## src/rtl/lspe_pkg.sv

```systemverilog
package lspe_pkg;

  localparam int unsigned CFG_IDX_W  = 3;
  localparam int unsigned CFG_DATA_W = 12;
  localparam int unsigned THRESH_W   = 10;
  localparam int unsigned FILL_W     = 12;
  localparam int unsigned HOME_W     = 12;
  localparam int unsigned COLOUR_W   = 8;
  localparam int unsigned DIV_CNT_W  = 3;

  localparam logic [CFG_IDX_W-1:0] CFG_LIGHT_THRESHOLD = 3'd0;
  localparam logic [CFG_IDX_W-1:0] CFG_FILL_DISTANCE   = 3'd1;
  localparam logic [CFG_IDX_W-1:0] CFG_BOOST_ENABLE    = 3'd2;
  localparam logic [CFG_IDX_W-1:0] CFG_HOME_X          = 3'd3;
  localparam logic [CFG_IDX_W-1:0] CFG_HOME_Y          = 3'd4;

  localparam logic [THRESH_W-1:0] LIGHT_THRESHOLD_RST = 10'd50;
  localparam logic [FILL_W-1:0]   FILL_DISTANCE_RST   = 12'd10;
  localparam logic                BOOST_ENABLE_RST    = 1'b1;
  localparam logic [HOME_W-1:0]   HOME_X_RST          = 12'd450;
  localparam logic [HOME_W-1:0]   HOME_Y_RST          = 12'd300;

  localparam logic [COLOUR_W-1:0] COLOUR_FULL = 8'd255;
  localparam logic [DIV_CNT_W-1:0] DIV_LAST_STEP = 3'd7;

  typedef struct packed {
    logic [THRESH_W-1:0] light_threshold;
    logic [FILL_W-1:0]   fill_distance;
    logic                boost_enable;
    logic [HOME_W-1:0]   home_x;
    logic [HOME_W-1:0]   home_y;
  } cfg_t;

  typedef enum logic [3:0] {
    ST_IDLE,
    ST_EVAL,
    ST_CHECK,
    ST_DIV,
    ST_SCALE,
    ST_GAP,
    ST_BLANK_LAST,
    ST_BLANK_START,
    ST_LIT_START,
    ST_LIT_END
  } state_e;

  typedef enum logic [1:0] {
    SEL_LAST,
    SEL_START_DARK,
    SEL_START_LIT,
    SEL_END_LIT
  } point_sel_e;

  typedef struct packed {
    logic       capture;
    logic       eval;
    logic       div_start;
    logic       scale;
    logic       load_out;
    point_sel_e sel;
    logic       upd_last;
  } cmd_t;

  typedef struct packed {
    logic lit;
    logic div_done;
    logic gap;
    logic out_free;
  } status_t;

endpackage

```

## src/rtl/lspe_div.sv

```systemverilog
module lspe_div (
  input  logic                          clk_i,
  input  logic                          rst_ni,
  input  logic                          start_i,
  input  logic [lspe_pkg::COLOUR_W-1:0] divisor_i,
  output logic                          done_o,
  output logic [lspe_pkg::COLOUR_W-1:0] quot_o
);
  import lspe_pkg::*;

  logic                  busy_q, busy_d;
  logic [DIV_CNT_W-1:0]  cnt_q, cnt_d;
  logic [COLOUR_W-1:0]   rem_q, rem_d;
  logic [COLOUR_W-1:0]   quo_q, quo_d;
  logic [COLOUR_W-1:0]   div_q, div_d;
  logic [COLOUR_W:0]     rem_shift;
  logic                  ge;

  assign rem_shift = {rem_q, quo_q[COLOUR_W-1]};
  assign ge        = rem_shift >= {1'b0, div_q};
  assign done_o    = busy_q && (cnt_q == DIV_LAST_STEP);
  assign quot_o    = quo_q;

  always_comb begin
    busy_d = busy_q;
    cnt_d  = cnt_q;
    rem_d  = rem_q;
    quo_d  = quo_q;
    div_d  = div_q;
    if (start_i) begin
      busy_d = 1'b1;
      cnt_d  = '0;
      rem_d  = '0;
      quo_d  = COLOUR_FULL;
      div_d  = divisor_i;
    end else if (busy_q) begin
      rem_d = ge ? COLOUR_W'(rem_shift - {1'b0, div_q}) : rem_shift[COLOUR_W-1:0];
      quo_d = {quo_q[COLOUR_W-2:0], ge};
      cnt_d = cnt_q + 1'b1;
      if (cnt_q == DIV_LAST_STEP) begin
        busy_d = 1'b0;
      end
    end
  end

  always_ff @(posedge clk_i or negedge rst_ni) begin
    if (!rst_ni) begin
      busy_q <= 1'b0;
      cnt_q  <= '0;
    end else begin
      busy_q <= busy_d;
      cnt_q  <= cnt_d;
    end
  end

  always_ff @(posedge clk_i) begin
    rem_q <= rem_d;
    quo_q <= quo_d;
    div_q <= div_d;
  end

endmodule

```

## src/rtl/lspe_cfg.sv

```systemverilog
module lspe_cfg (
  input  logic                            clk_i,
  input  logic                            rst_ni,
  input  logic                            cfg_we_i,
  input  logic [lspe_pkg::CFG_IDX_W-1:0]  cfg_idx_i,
  input  logic [lspe_pkg::CFG_DATA_W-1:0] cfg_data_i,
  output lspe_pkg::cfg_t                  cfg_o
);
  import lspe_pkg::*;

  cfg_t cfg_q, cfg_d;

  assign cfg_o = cfg_q;

  always_comb begin
    cfg_d = cfg_q;
    if (cfg_we_i) begin
      unique case (cfg_idx_i)
        CFG_LIGHT_THRESHOLD: cfg_d.light_threshold = cfg_data_i[THRESH_W-1:0];
        CFG_FILL_DISTANCE:   cfg_d.fill_distance   = cfg_data_i[FILL_W-1:0];
        CFG_BOOST_ENABLE:    cfg_d.boost_enable    = cfg_data_i[0];
        CFG_HOME_X:          cfg_d.home_x          = cfg_data_i[HOME_W-1:0];
        CFG_HOME_Y:          cfg_d.home_y          = cfg_data_i[HOME_W-1:0];
        default: ;
      endcase
    end
  end

  always_ff @(posedge clk_i or negedge rst_ni) begin
    if (!rst_ni) begin
      cfg_q.light_threshold <= LIGHT_THRESHOLD_RST;
      cfg_q.fill_distance   <= FILL_DISTANCE_RST;
      cfg_q.boost_enable    <= BOOST_ENABLE_RST;
      cfg_q.home_x          <= HOME_X_RST;
      cfg_q.home_y          <= HOME_Y_RST;
    end else begin
      cfg_q <= cfg_d;
    end
  end

endmodule

```

## src/rtl/lspe_ctrl.sv

```systemverilog
module lspe_ctrl (
  input  logic              clk_i,
  input  logic              rst_ni,
  input  logic              in_valid_i,
  output logic              in_ready_o,
  input  lspe_pkg::status_t status_i,
  output lspe_pkg::cmd_t    cmd_o
);
  import lspe_pkg::*;

  state_e state_q, state_d;

  always_comb begin
    state_d = state_q;
    unique case (state_q)
      ST_IDLE:  if (in_valid_i) state_d = ST_EVAL;
      ST_EVAL:  state_d = ST_CHECK;
      ST_CHECK: state_d = status_i.lit ? ST_DIV : ST_IDLE;
      ST_DIV:   if (status_i.div_done) state_d = ST_SCALE;
      ST_SCALE: state_d = ST_GAP;
      ST_GAP:   state_d = status_i.gap ? ST_BLANK_LAST : ST_LIT_START;
      ST_BLANK_LAST:  if (status_i.out_free) state_d = ST_BLANK_START;
      ST_BLANK_START: if (status_i.out_free) state_d = ST_LIT_START;
      ST_LIT_START:   if (status_i.out_free) state_d = ST_LIT_END;
      ST_LIT_END:     if (status_i.out_free) state_d = ST_IDLE;
      default:  state_d = ST_IDLE;
    endcase
  end

  always_comb begin
    in_ready_o        = 1'b0;
    cmd_o.capture     = 1'b0;
    cmd_o.eval        = 1'b0;
    cmd_o.div_start   = 1'b0;
    cmd_o.scale       = 1'b0;
    cmd_o.load_out    = 1'b0;
    cmd_o.sel         = SEL_LAST;
    cmd_o.upd_last    = 1'b0;
    unique case (state_q)
      ST_IDLE: begin
        in_ready_o    = 1'b1;
        cmd_o.capture = in_valid_i;
      end
      ST_EVAL:  cmd_o.eval = 1'b1;
      ST_CHECK: cmd_o.div_start = status_i.lit;
      ST_SCALE: cmd_o.scale = 1'b1;
      ST_BLANK_LAST: begin
        cmd_o.load_out = status_i.out_free;
        cmd_o.sel      = SEL_LAST;
      end
      ST_BLANK_START: begin
        cmd_o.load_out = status_i.out_free;
        cmd_o.sel      = SEL_START_DARK;
      end
      ST_LIT_START: begin
        cmd_o.load_out = status_i.out_free;
        cmd_o.sel      = SEL_START_LIT;
      end
      ST_LIT_END: begin
        cmd_o.load_out = status_i.out_free;
        cmd_o.sel      = SEL_END_LIT;
        cmd_o.upd_last = status_i.out_free;
      end
      default: ;
    endcase
  end

  always_ff @(posedge clk_i or negedge rst_ni) begin
    if (!rst_ni) begin
      state_q <= ST_IDLE;
    end else begin
      state_q <= state_d;
    end
  end

endmodule

```

## src/rtl/lspe_datapath.sv

```systemverilog
module lspe_datapath #(
  parameter int unsigned COORD_BITS = 12,
  parameter int unsigned IN_W       = 96,
  parameter int unsigned OUT_W      = 48
) (
  input  logic              clk_i,
  input  logic              rst_ni,
  input  lspe_pkg::cfg_t    cfg_i,
  input  lspe_pkg::cmd_t    cmd_i,
  output lspe_pkg::status_t status_o,
  input  logic [IN_W-1:0]   in_data_i,
  input  logic              in_frame_start_i,
  output logic              out_valid_o,
  input  logic              out_ready_i,
  output logic [OUT_W-1:0]  out_data_o,
  output logic              out_last_o
);
  import lspe_pkg::*;

  localparam int unsigned CB     = COORD_BITS;
  localparam int unsigned SQ_W   = 2 * CB;
  localparam int unsigned D2_W   = SQ_W + 1;
  localparam int unsigned F2_W   = 2 * FILL_W;
  localparam int unsigned CMP_W  = (D2_W > F2_W) ? D2_W : F2_W;
  localparam int unsigned COL0   = 4 * CB;
  localparam logic [CB-1:0] LAST_X_RST = CB'(HOME_X_RST);
  localparam logic [CB-1:0] LAST_Y_RST = CB'(HOME_Y_RST);

  logic [CB-1:0] sx_q, sy_q, ex_q, ey_q;
  logic [COLOUR_W-1:0] sb_q, sg_q, sr_q, eb_q, eg_q, er_q;
  logic [CB-1:0] last_x_q, last_x_d, last_y_q, last_y_d;

  logic [COLOUR_W-1:0] avg_b, avg_g, avg_r;
  logic [THRESH_W-1:0] chan_sum;
  logic [COLOUR_W-1:0] max_bg, max_all;
  logic [CB-1:0]       dx, dy;

  logic [COLOUR_W-1:0] avg_b_q, avg_g_q, avg_r_q, max_q;
  logic                lit_q;
  logic [CB-1:0]       dx_q, dy_q;
  logic [SQ_W-1:0]     dx2_q, dy2_q;
  logic [F2_W-1:0]     f2_q;
  logic [CMP_W-1:0]    d2_ext, f2_ext;

  logic                div_done;
  logic [COLOUR_W-1:0] quot;
  logic                boost;
  logic [COLOUR_W-1:0] col_b_q, col_g_q, col_r_q;

  logic                out_valid_q, out_valid_d;
  logic [OUT_W-1:0]    out_data_q;
  logic                out_last_q;
  logic                out_free;
  logic [CB-1:0]       pt_x, pt_y;
  logic [COLOUR_W-1:0] pt_b, pt_g, pt_r;
  logic                pt_last;

  lspe_div u_div (
    .clk_i     (clk_i),
    .rst_ni    (rst_ni),
    .start_i   (cmd_i.div_start),
    .divisor_i (max_q),
    .done_o    (div_done),
    .quot_o    (quot)
  );

  assign avg_b = COLOUR_W'(({1'b0, sb_q} + {1'b0, eb_q}) >> 1);
  assign avg_g = COLOUR_W'(({1'b0, sg_q} + {1'b0, eg_q}) >> 1);
  assign avg_r = COLOUR_W'(({1'b0, sr_q} + {1'b0, er_q}) >> 1);
  assign chan_sum = THRESH_W'(avg_b) + THRESH_W'(avg_g) + THRESH_W'(avg_r);
  assign max_bg   = (avg_g > avg_b) ? avg_g : avg_b;
  assign max_all  = (avg_r > max_bg) ? avg_r : max_bg;
  assign dx = (sx_q >= last_x_q) ? (sx_q - last_x_q) : (last_x_q - sx_q);
  assign dy = (sy_q >= last_y_q) ? (sy_q - last_y_q) : (last_y_q - sy_q);

  assign d2_ext = CMP_W'(D2_W'(dx2_q) + D2_W'(dy2_q));
  assign f2_ext = CMP_W'(f2_q);
  assign boost  = cfg_i.boost_enable && (max_q != '0);

  assign out_free = !out_valid_q || out_ready_i;

  assign status_o.lit      = lit_q;
  assign status_o.div_done = div_done;
  assign status_o.gap      = d2_ext > f2_ext;
  assign status_o.out_free = out_free;

  always_comb begin
    last_x_d = last_x_q;
    last_y_d = last_y_q;
    if (cmd_i.capture && in_frame_start_i) begin
      last_x_d = CB'(cfg_i.home_x);
      last_y_d = CB'(cfg_i.home_y);
    end else if (cmd_i.upd_last) begin
      last_x_d = ex_q;
      last_y_d = ey_q;
    end
  end

  always_comb begin
    pt_x    = sx_q;
    pt_y    = sy_q;
    pt_b    = '0;
    pt_g    = '0;
    pt_r    = '0;
    pt_last = 1'b0;
    unique case (cmd_i.sel)
      SEL_LAST: begin
        pt_x = last_x_q;
        pt_y = last_y_q;
      end
      SEL_START_DARK: ;
      SEL_START_LIT: begin
        pt_b = col_b_q;
        pt_g = col_g_q;
        pt_r = col_r_q;
      end
      SEL_END_LIT: begin
        pt_x    = ex_q;
        pt_y    = ey_q;
        pt_b    = col_b_q;
        pt_g    = col_g_q;
        pt_r    = col_r_q;
        pt_last = 1'b1;
      end
      default: ;
    endcase
  end

  always_comb begin
    out_valid_d = out_valid_q;
    if (cmd_i.load_out) begin
      out_valid_d = 1'b1;
    end else if (out_ready_i) begin
      out_valid_d = 1'b0;
    end
  end

  always_ff @(posedge clk_i or negedge rst_ni) begin
    if (!rst_ni) begin
      last_x_q    <= LAST_X_RST;
      last_y_q    <= LAST_Y_RST;
      out_valid_q <= 1'b0;
    end else begin
      last_x_q    <= last_x_d;
      last_y_q    <= last_y_d;
      out_valid_q <= out_valid_d;
    end
  end

  always_ff @(posedge clk_i) begin
    if (cmd_i.capture) begin
      sx_q <= in_data_i[0*CB +: CB];
      sy_q <= in_data_i[1*CB +: CB];
      ex_q <= in_data_i[2*CB +: CB];
      ey_q <= in_data_i[3*CB +: CB];
      sb_q <= in_data_i[COL0 + 0*COLOUR_W +: COLOUR_W];
      sg_q <= in_data_i[COL0 + 1*COLOUR_W +: COLOUR_W];
      sr_q <= in_data_i[COL0 + 2*COLOUR_W +: COLOUR_W];
      eb_q <= in_data_i[COL0 + 3*COLOUR_W +: COLOUR_W];
      eg_q <= in_data_i[COL0 + 4*COLOUR_W +: COLOUR_W];
      er_q <= in_data_i[COL0 + 5*COLOUR_W +: COLOUR_W];
    end
    if (cmd_i.eval) begin
      avg_b_q <= avg_b;
      avg_g_q <= avg_g;
      avg_r_q <= avg_r;
      max_q   <= max_all;
      lit_q   <= chan_sum >= cfg_i.light_threshold;
      dx_q    <= dx;
      dy_q    <= dy;
    end
    dx2_q <= SQ_W'(dx_q) * SQ_W'(dx_q);
    dy2_q <= SQ_W'(dy_q) * SQ_W'(dy_q);
    f2_q  <= F2_W'(cfg_i.fill_distance) * F2_W'(cfg_i.fill_distance);
    if (cmd_i.scale) begin
      if (boost) begin
        col_b_q <= COLOUR_W'(avg_b_q * quot);
        col_g_q <= COLOUR_W'(avg_g_q * quot);
        col_r_q <= COLOUR_W'(avg_r_q * quot);
      end else begin
        col_b_q <= avg_b_q;
        col_g_q <= avg_g_q;
        col_r_q <= avg_r_q;
      end
    end
    if (cmd_i.load_out) begin
      out_data_q <= OUT_W'({pt_r, pt_g, pt_b, pt_y, pt_x});
      out_last_q <= pt_last;
    end
  end

  assign out_valid_o = out_valid_q;
  assign out_data_o  = out_data_q;
  assign out_last_o  = out_last_q;

endmodule

```

## src/rtl/laser_segment_point_emitter.sv

```systemverilog
// Turns one line segment per request into beam points for a laser scanner. A segment is taken
// only while the block is idle; it is then evaluated for brightness, its colour is boosted
// (when boost is enabled) through an eight-step shift-subtract divider, and the gap from the
// last beam position is compared against the fill distance. A dark segment returns the block
// to idle right after the brightness check. A lit segment emits 2 or 4 points and holds the
// block until its final point is loaded, waiting while the output register holds a point.
// Points leave through a single output register, and the next segment is accepted
// while the final point of the previous one still waits there.
module laser_segment_point_emitter #(
  parameter int unsigned COORD_BITS = 12
) (
  input  logic                            clk_i,
  input  logic                            rst_ni,
  input  logic                            cfg_we_i,
  input  logic [lspe_pkg::CFG_IDX_W-1:0]  cfg_idx_i,
  input  logic [lspe_pkg::CFG_DATA_W-1:0] cfg_data_i,
  input  logic                            s_axis_tvalid,
  output logic                            s_axis_tready,
  // start_x, start_y, end_x, end_y, start_blue, start_green, start_red,
  // end_blue, end_green, end_red, zero padding
  input  logic [((4*COORD_BITS+48+7)/8)*8-1:0] s_axis_tdata,
  // frame_start
  input  logic                            s_axis_tuser,
  output logic                            m_axis_tvalid,
  input  logic                            m_axis_tready,
  // point_x, point_y, beam_blue, beam_green, beam_red, zero padding
  output logic [((2*COORD_BITS+24+7)/8)*8-1:0] m_axis_tdata,
  output logic                            m_axis_tlast
);
  import lspe_pkg::*;

  localparam int unsigned IN_W  = ((4*COORD_BITS+48+7)/8)*8;
  localparam int unsigned OUT_W = ((2*COORD_BITS+24+7)/8)*8;

  cfg_t    cfg;
  cmd_t    cmd;
  status_t status;

  lspe_cfg u_cfg (
    .clk_i      (clk_i),
    .rst_ni     (rst_ni),
    .cfg_we_i   (cfg_we_i),
    .cfg_idx_i  (cfg_idx_i),
    .cfg_data_i (cfg_data_i),
    .cfg_o      (cfg)
  );

  lspe_ctrl u_ctrl (
    .clk_i      (clk_i),
    .rst_ni     (rst_ni),
    .in_valid_i (s_axis_tvalid),
    .in_ready_o (s_axis_tready),
    .status_i   (status),
    .cmd_o      (cmd)
  );

  lspe_datapath #(
    .COORD_BITS (COORD_BITS),
    .IN_W       (IN_W),
    .OUT_W      (OUT_W)
  ) u_datapath (
    .clk_i            (clk_i),
    .rst_ni           (rst_ni),
    .cfg_i            (cfg),
    .cmd_i            (cmd),
    .status_o         (status),
    .in_data_i        (s_axis_tdata),
    .in_frame_start_i (s_axis_tuser),
    .out_valid_o      (m_axis_tvalid),
    .out_ready_i      (m_axis_tready),
    .out_data_o       (m_axis_tdata),
    .out_last_o       (m_axis_tlast)
  );

  // A new segment is never taken on the next cycle after one was taken.
  assert property (@(posedge clk_i) disable iff (!rst_ni)
    (s_axis_tvalid && s_axis_tready) |=> !s_axis_tready)
    else $error("segment accepted twice in consecutive cycles");

  // Only the final point of a run may still be pending when a new segment is taken.
  assert property (@(posedge clk_i) disable iff (!rst_ni)
    (s_axis_tvalid && s_axis_tready && m_axis_tvalid) |-> m_axis_tlast)
    else $error("segment accepted while its predecessor is still emitting");

  // The divider only finishes while a boost factor is awaited.
  assert property (@(posedge clk_i) disable iff (!rst_ni)
    status.div_done |-> !s_axis_tready && !cmd.load_out)
    else $error("divider finished outside the scaling phase");

endmodule

```

## config.mk

```make
export PLATFORM = sky130hd
export DESIGN_NAME = laser_segment_point_emitter
export DESIGN_NICKNAME = d
export VERILOG_FILES = /design/src/rtl/lspe_pkg.sv /design/src/rtl/lspe_div.sv /design/src/rtl/lspe_cfg.sv /design/src/rtl/lspe_ctrl.sv /design/src/rtl/lspe_datapath.sv /design/src/rtl/laser_segment_point_emitter.sv
export SDC_FILE = /design/constraint.sdc
export NUM_CORES = 2
export LEC_CHECK = 0
export ABC_AREA = 1
export BUFFER_PORTS_ARGS = -buffer_cell sky130_fd_sc_hd__buf_2
export CAP_MARGIN = 20
export CORE_MARGIN = 4
export CORE_UTILIZATION = 30
export CTS_BUF_LIST = sky130_fd_sc_hd__clkbuf_8
export DETAILED_ROUTE_END_ITERATION = 7
export SYNTH_ARGS = -nofsm -noshare
export SYNTH_HDL_FRONTEND = slang
export SYNTH_SLANG_ARGS = --single-unit
```

## constraint.sdc

```tcl
create_clock -name clk_i -period 5.1 [get_ports clk_i]
set_input_delay 0.255 -clock clk_i [delete_from_list [all_inputs] [get_ports clk_i]]
set_output_delay 0.255 -clock clk_i [all_outputs]
set_load 0.1 [all_outputs]
```

==> out/metrics.yaml <==
firstDrtPassIters: 5
setup_viol: 0
grt_pass1_vias: 26270
drt-wirelength-per-cell_um: 15.00
cts_sinks: 399
wl_met3_um: 6181
rows: 123
yosys_warnings: 0
clock_path_buffers: 3
syn_inst: 3862
grt_antenna_before_repair: 12
synth_edf_count: 234
fin_crit_ns: 4.911
crit_type: "flip-flop to flip-flop"
layout-drive-gt1-share: 0.1056
grt_max_degree: 70
synth_fp_nets: 4643
root_buffer: "clkbuf_8"
skew_ns: 0.04286
die_x_um: 345.0
pre_cts_ws_ns: 0.03486
overflow: 0
yosys.cell_types.count: 62
grt_pass1_wl_um: 139900
place_hpwl_um: 68950
cp.required_ns: 5.66
h-tree-depth: 3
async_reset_ff_frac: 0.2005
layout_setup_ws_ns: 0.1886
hold_violations: 0
gp_congestion: 0.8766
layout.nets: 4981
io-pin-count: 168
vias: 25700
hp-class: "primary input to flip-flop"
layout_commonest_cell: "inv_1"
rsz0062_at_grt: "yes"
wl_met2_um: 38930
status: "completed"
initial_core_util: 0.3025
met1_length_um: 39810
arrival_ns: 5.47
worst_slew_pin_slew_ns: 1.041
synth_top_flop_cell: "edfxtp_1"
cp-start-kind: "flip-flop"
slew_violations: 0
dieHeight_um: 345.0
track_usage: 0.1457
drt-initial-drc-count: 1379
crit_path_end_kind: "flip-flop"
cp_max_fo: 7
cts_tree: "yes"
layout.cells.most_common_list: "959 x inv_1, 763 x nand2_1, 375 x ha_1"
cts.clk_slew.worst_paths_ns: 0.06
portBuffers: 167
top_layer: "met5"
drcViolationCount: 0
synth_area_per_cell_um2: 8.824
cts_buffers: 74
area_growth_pct: 17.12
viasPerCell: 4.458
core_area_mm2: 0.1127
syn_area_mm2: 0.03408
synth-seq-area-share: 0.3157
synth_seq_cells: 399
fmax_mhz: 203.6
period_share: 0.9630
cap_violations: 0
drt.antenna.violating_nets: 0
dieArea_mm2: 0.1190
clk_latency_ns: 0.68
routed_wl_um: 86490
slew_headroom: 0.3057
-- synth_stat cells, types with 12 or more instances --
cell      instances  area [µm²]
inv_1           937        3517
nand2_1         773        2902
ha_1            383        4792
fa_1            281        5625
edfxtp_1        234        7027
a21oi_1         202        1011
o21ai_0         132       660.6
nor2_1          126       473.0
xor2_1          117        1025
dfxtp_1          85        1702
xnor2_1          81       709.4
nand3_1          79       395.4
clkbuf_1         70       262.8
dfrtp_1          58        1451
o21ai_1          38       190.2
o211ai_1         29       217.7
a22oi_1          28       210.2
dfstp_2          22       578.1
a21o_1           21       157.7
nand4_1          16       100.1
buf_2            15       75.07
o21bai_1         13       97.59
a31oi_1          12       75.07
nor3_1           12       60.06
-- final cells by class --
class | instances | area, µm²
fillers | 11500 | 72740
multi-input cells | 2426 | 19590
flip-flops and latches | 399 | 10760
inverters | 941 | 3536
repair buffers | 358 | 2545
well taps | 1500 | 1877
clock buffers | 77 | 1060
clock inverters | 60 | 536.8
diodes | 4 | 10.01
-- logic make-up after synthesis --
logic type                 count (synthesis)  synth area share
and+or+nand+nor                         1036            0.1218
adders and majority gates                664            0.3057
AOI/OAI and AO/OA                        520           0.08779
DFF                                      399            0.3157
muxes                                      6          0.001762
buffers and inverters                   1037            0.1155
xor gates and xnor gates                 200           0.05184
-- sequential cells by signal (all words and copies together) (netlist names), 23 cells and up --
| register | flops |
|---|---|
| u_datapath.dy2_q | 23 |
| u_datapath.out_data_o | 48 |
| u_datapath.f2_q | 23 |
| u_datapath.dx2_q | 23 |
| u_cfg.cfg_o | 47 |
-- through the flow --
stage	setup TNS [ns]	cells	area, µm²	utilization	hold WS (ns)
floorplan	0	3862	34080	-	-0.04059
global placement	0	5497	36900	0.3275	0.1011
detailed placement	0	5497	36900	0.3275	0.1023
CTS	0	5738	39530	0.3509	0.005355
global route	-0.1277	5762	39910	0.3542	0.04695
finish	0	5765	39910	0.3543	0.06970
-- what timing repair did --
| action | 4_1_cts | 5_1_grt |
|---|---|---|
| buffers inserted | 0 | 23 |
| endpoints found under the hold margin | 145 | 0 |
| gates resized for setup | 0 | 46 |
| hold buffers | 104 | 0 |
| setup endpoints to repair | 0 | 26 |
-- critical path, stage by stage, from the launching register on --
cell	delay, ns
edfxtp_1	0.52
buf_4	0.19
buf_4	0.16
nand2_1	0.06
inv_1	0.07
fa_1	0.50
inv_1	0.05
fa_1	0.55
fa_1	0.43
fa_1	0.49
inv_1	0.04
ha_1	0.28
ha_1	0.35
a21oi_1	0.24
or2_2	0.16
a21oi_1	0.05
a2111oi_0	0.35
o31ai_1	0.18
xnor2_1	0.15
-- path summary, 6_finish.rpt --
check | start | endpoint | slack (ns) | depth (start not counted)
max in group asynchronous | rst_ni | u_cfg.cfg_o[35] | 3.92 | 3
setup reg to reg | u_datapath.dx_q[7] | u_datapath.dx2_q[23] | 0.19 | 18
setup / recovery | u_datapath.dx_q[7] | u_datapath.dx2_q[23] | 0.19 | 18
hold reg to reg | u_datapath.max_q[2] | u_datapath.u_div.div_q[2] | 0.45 | 0
min in group asynchronous | rst_ni | u_cfg.cfg_o[38] | 0.10 | 2
hold / removal | cfg_data_i[9] | u_cfg.cfg_o[21] | 0.07 | 3
-- routing by layer --
layer | vias to the layer above | global-route usage
li1 | 12720 | -
met1 | 12280 | 0.1991
met2 | 605 | 0.2345
met3 | 101 | 0.03609
met4 | 2 | 0.03031
met5 | - | 0
Power is left out: the tool's default activity adds up to more than one toggle a clock period on the data nets, which glitch-free logic cannot reach.
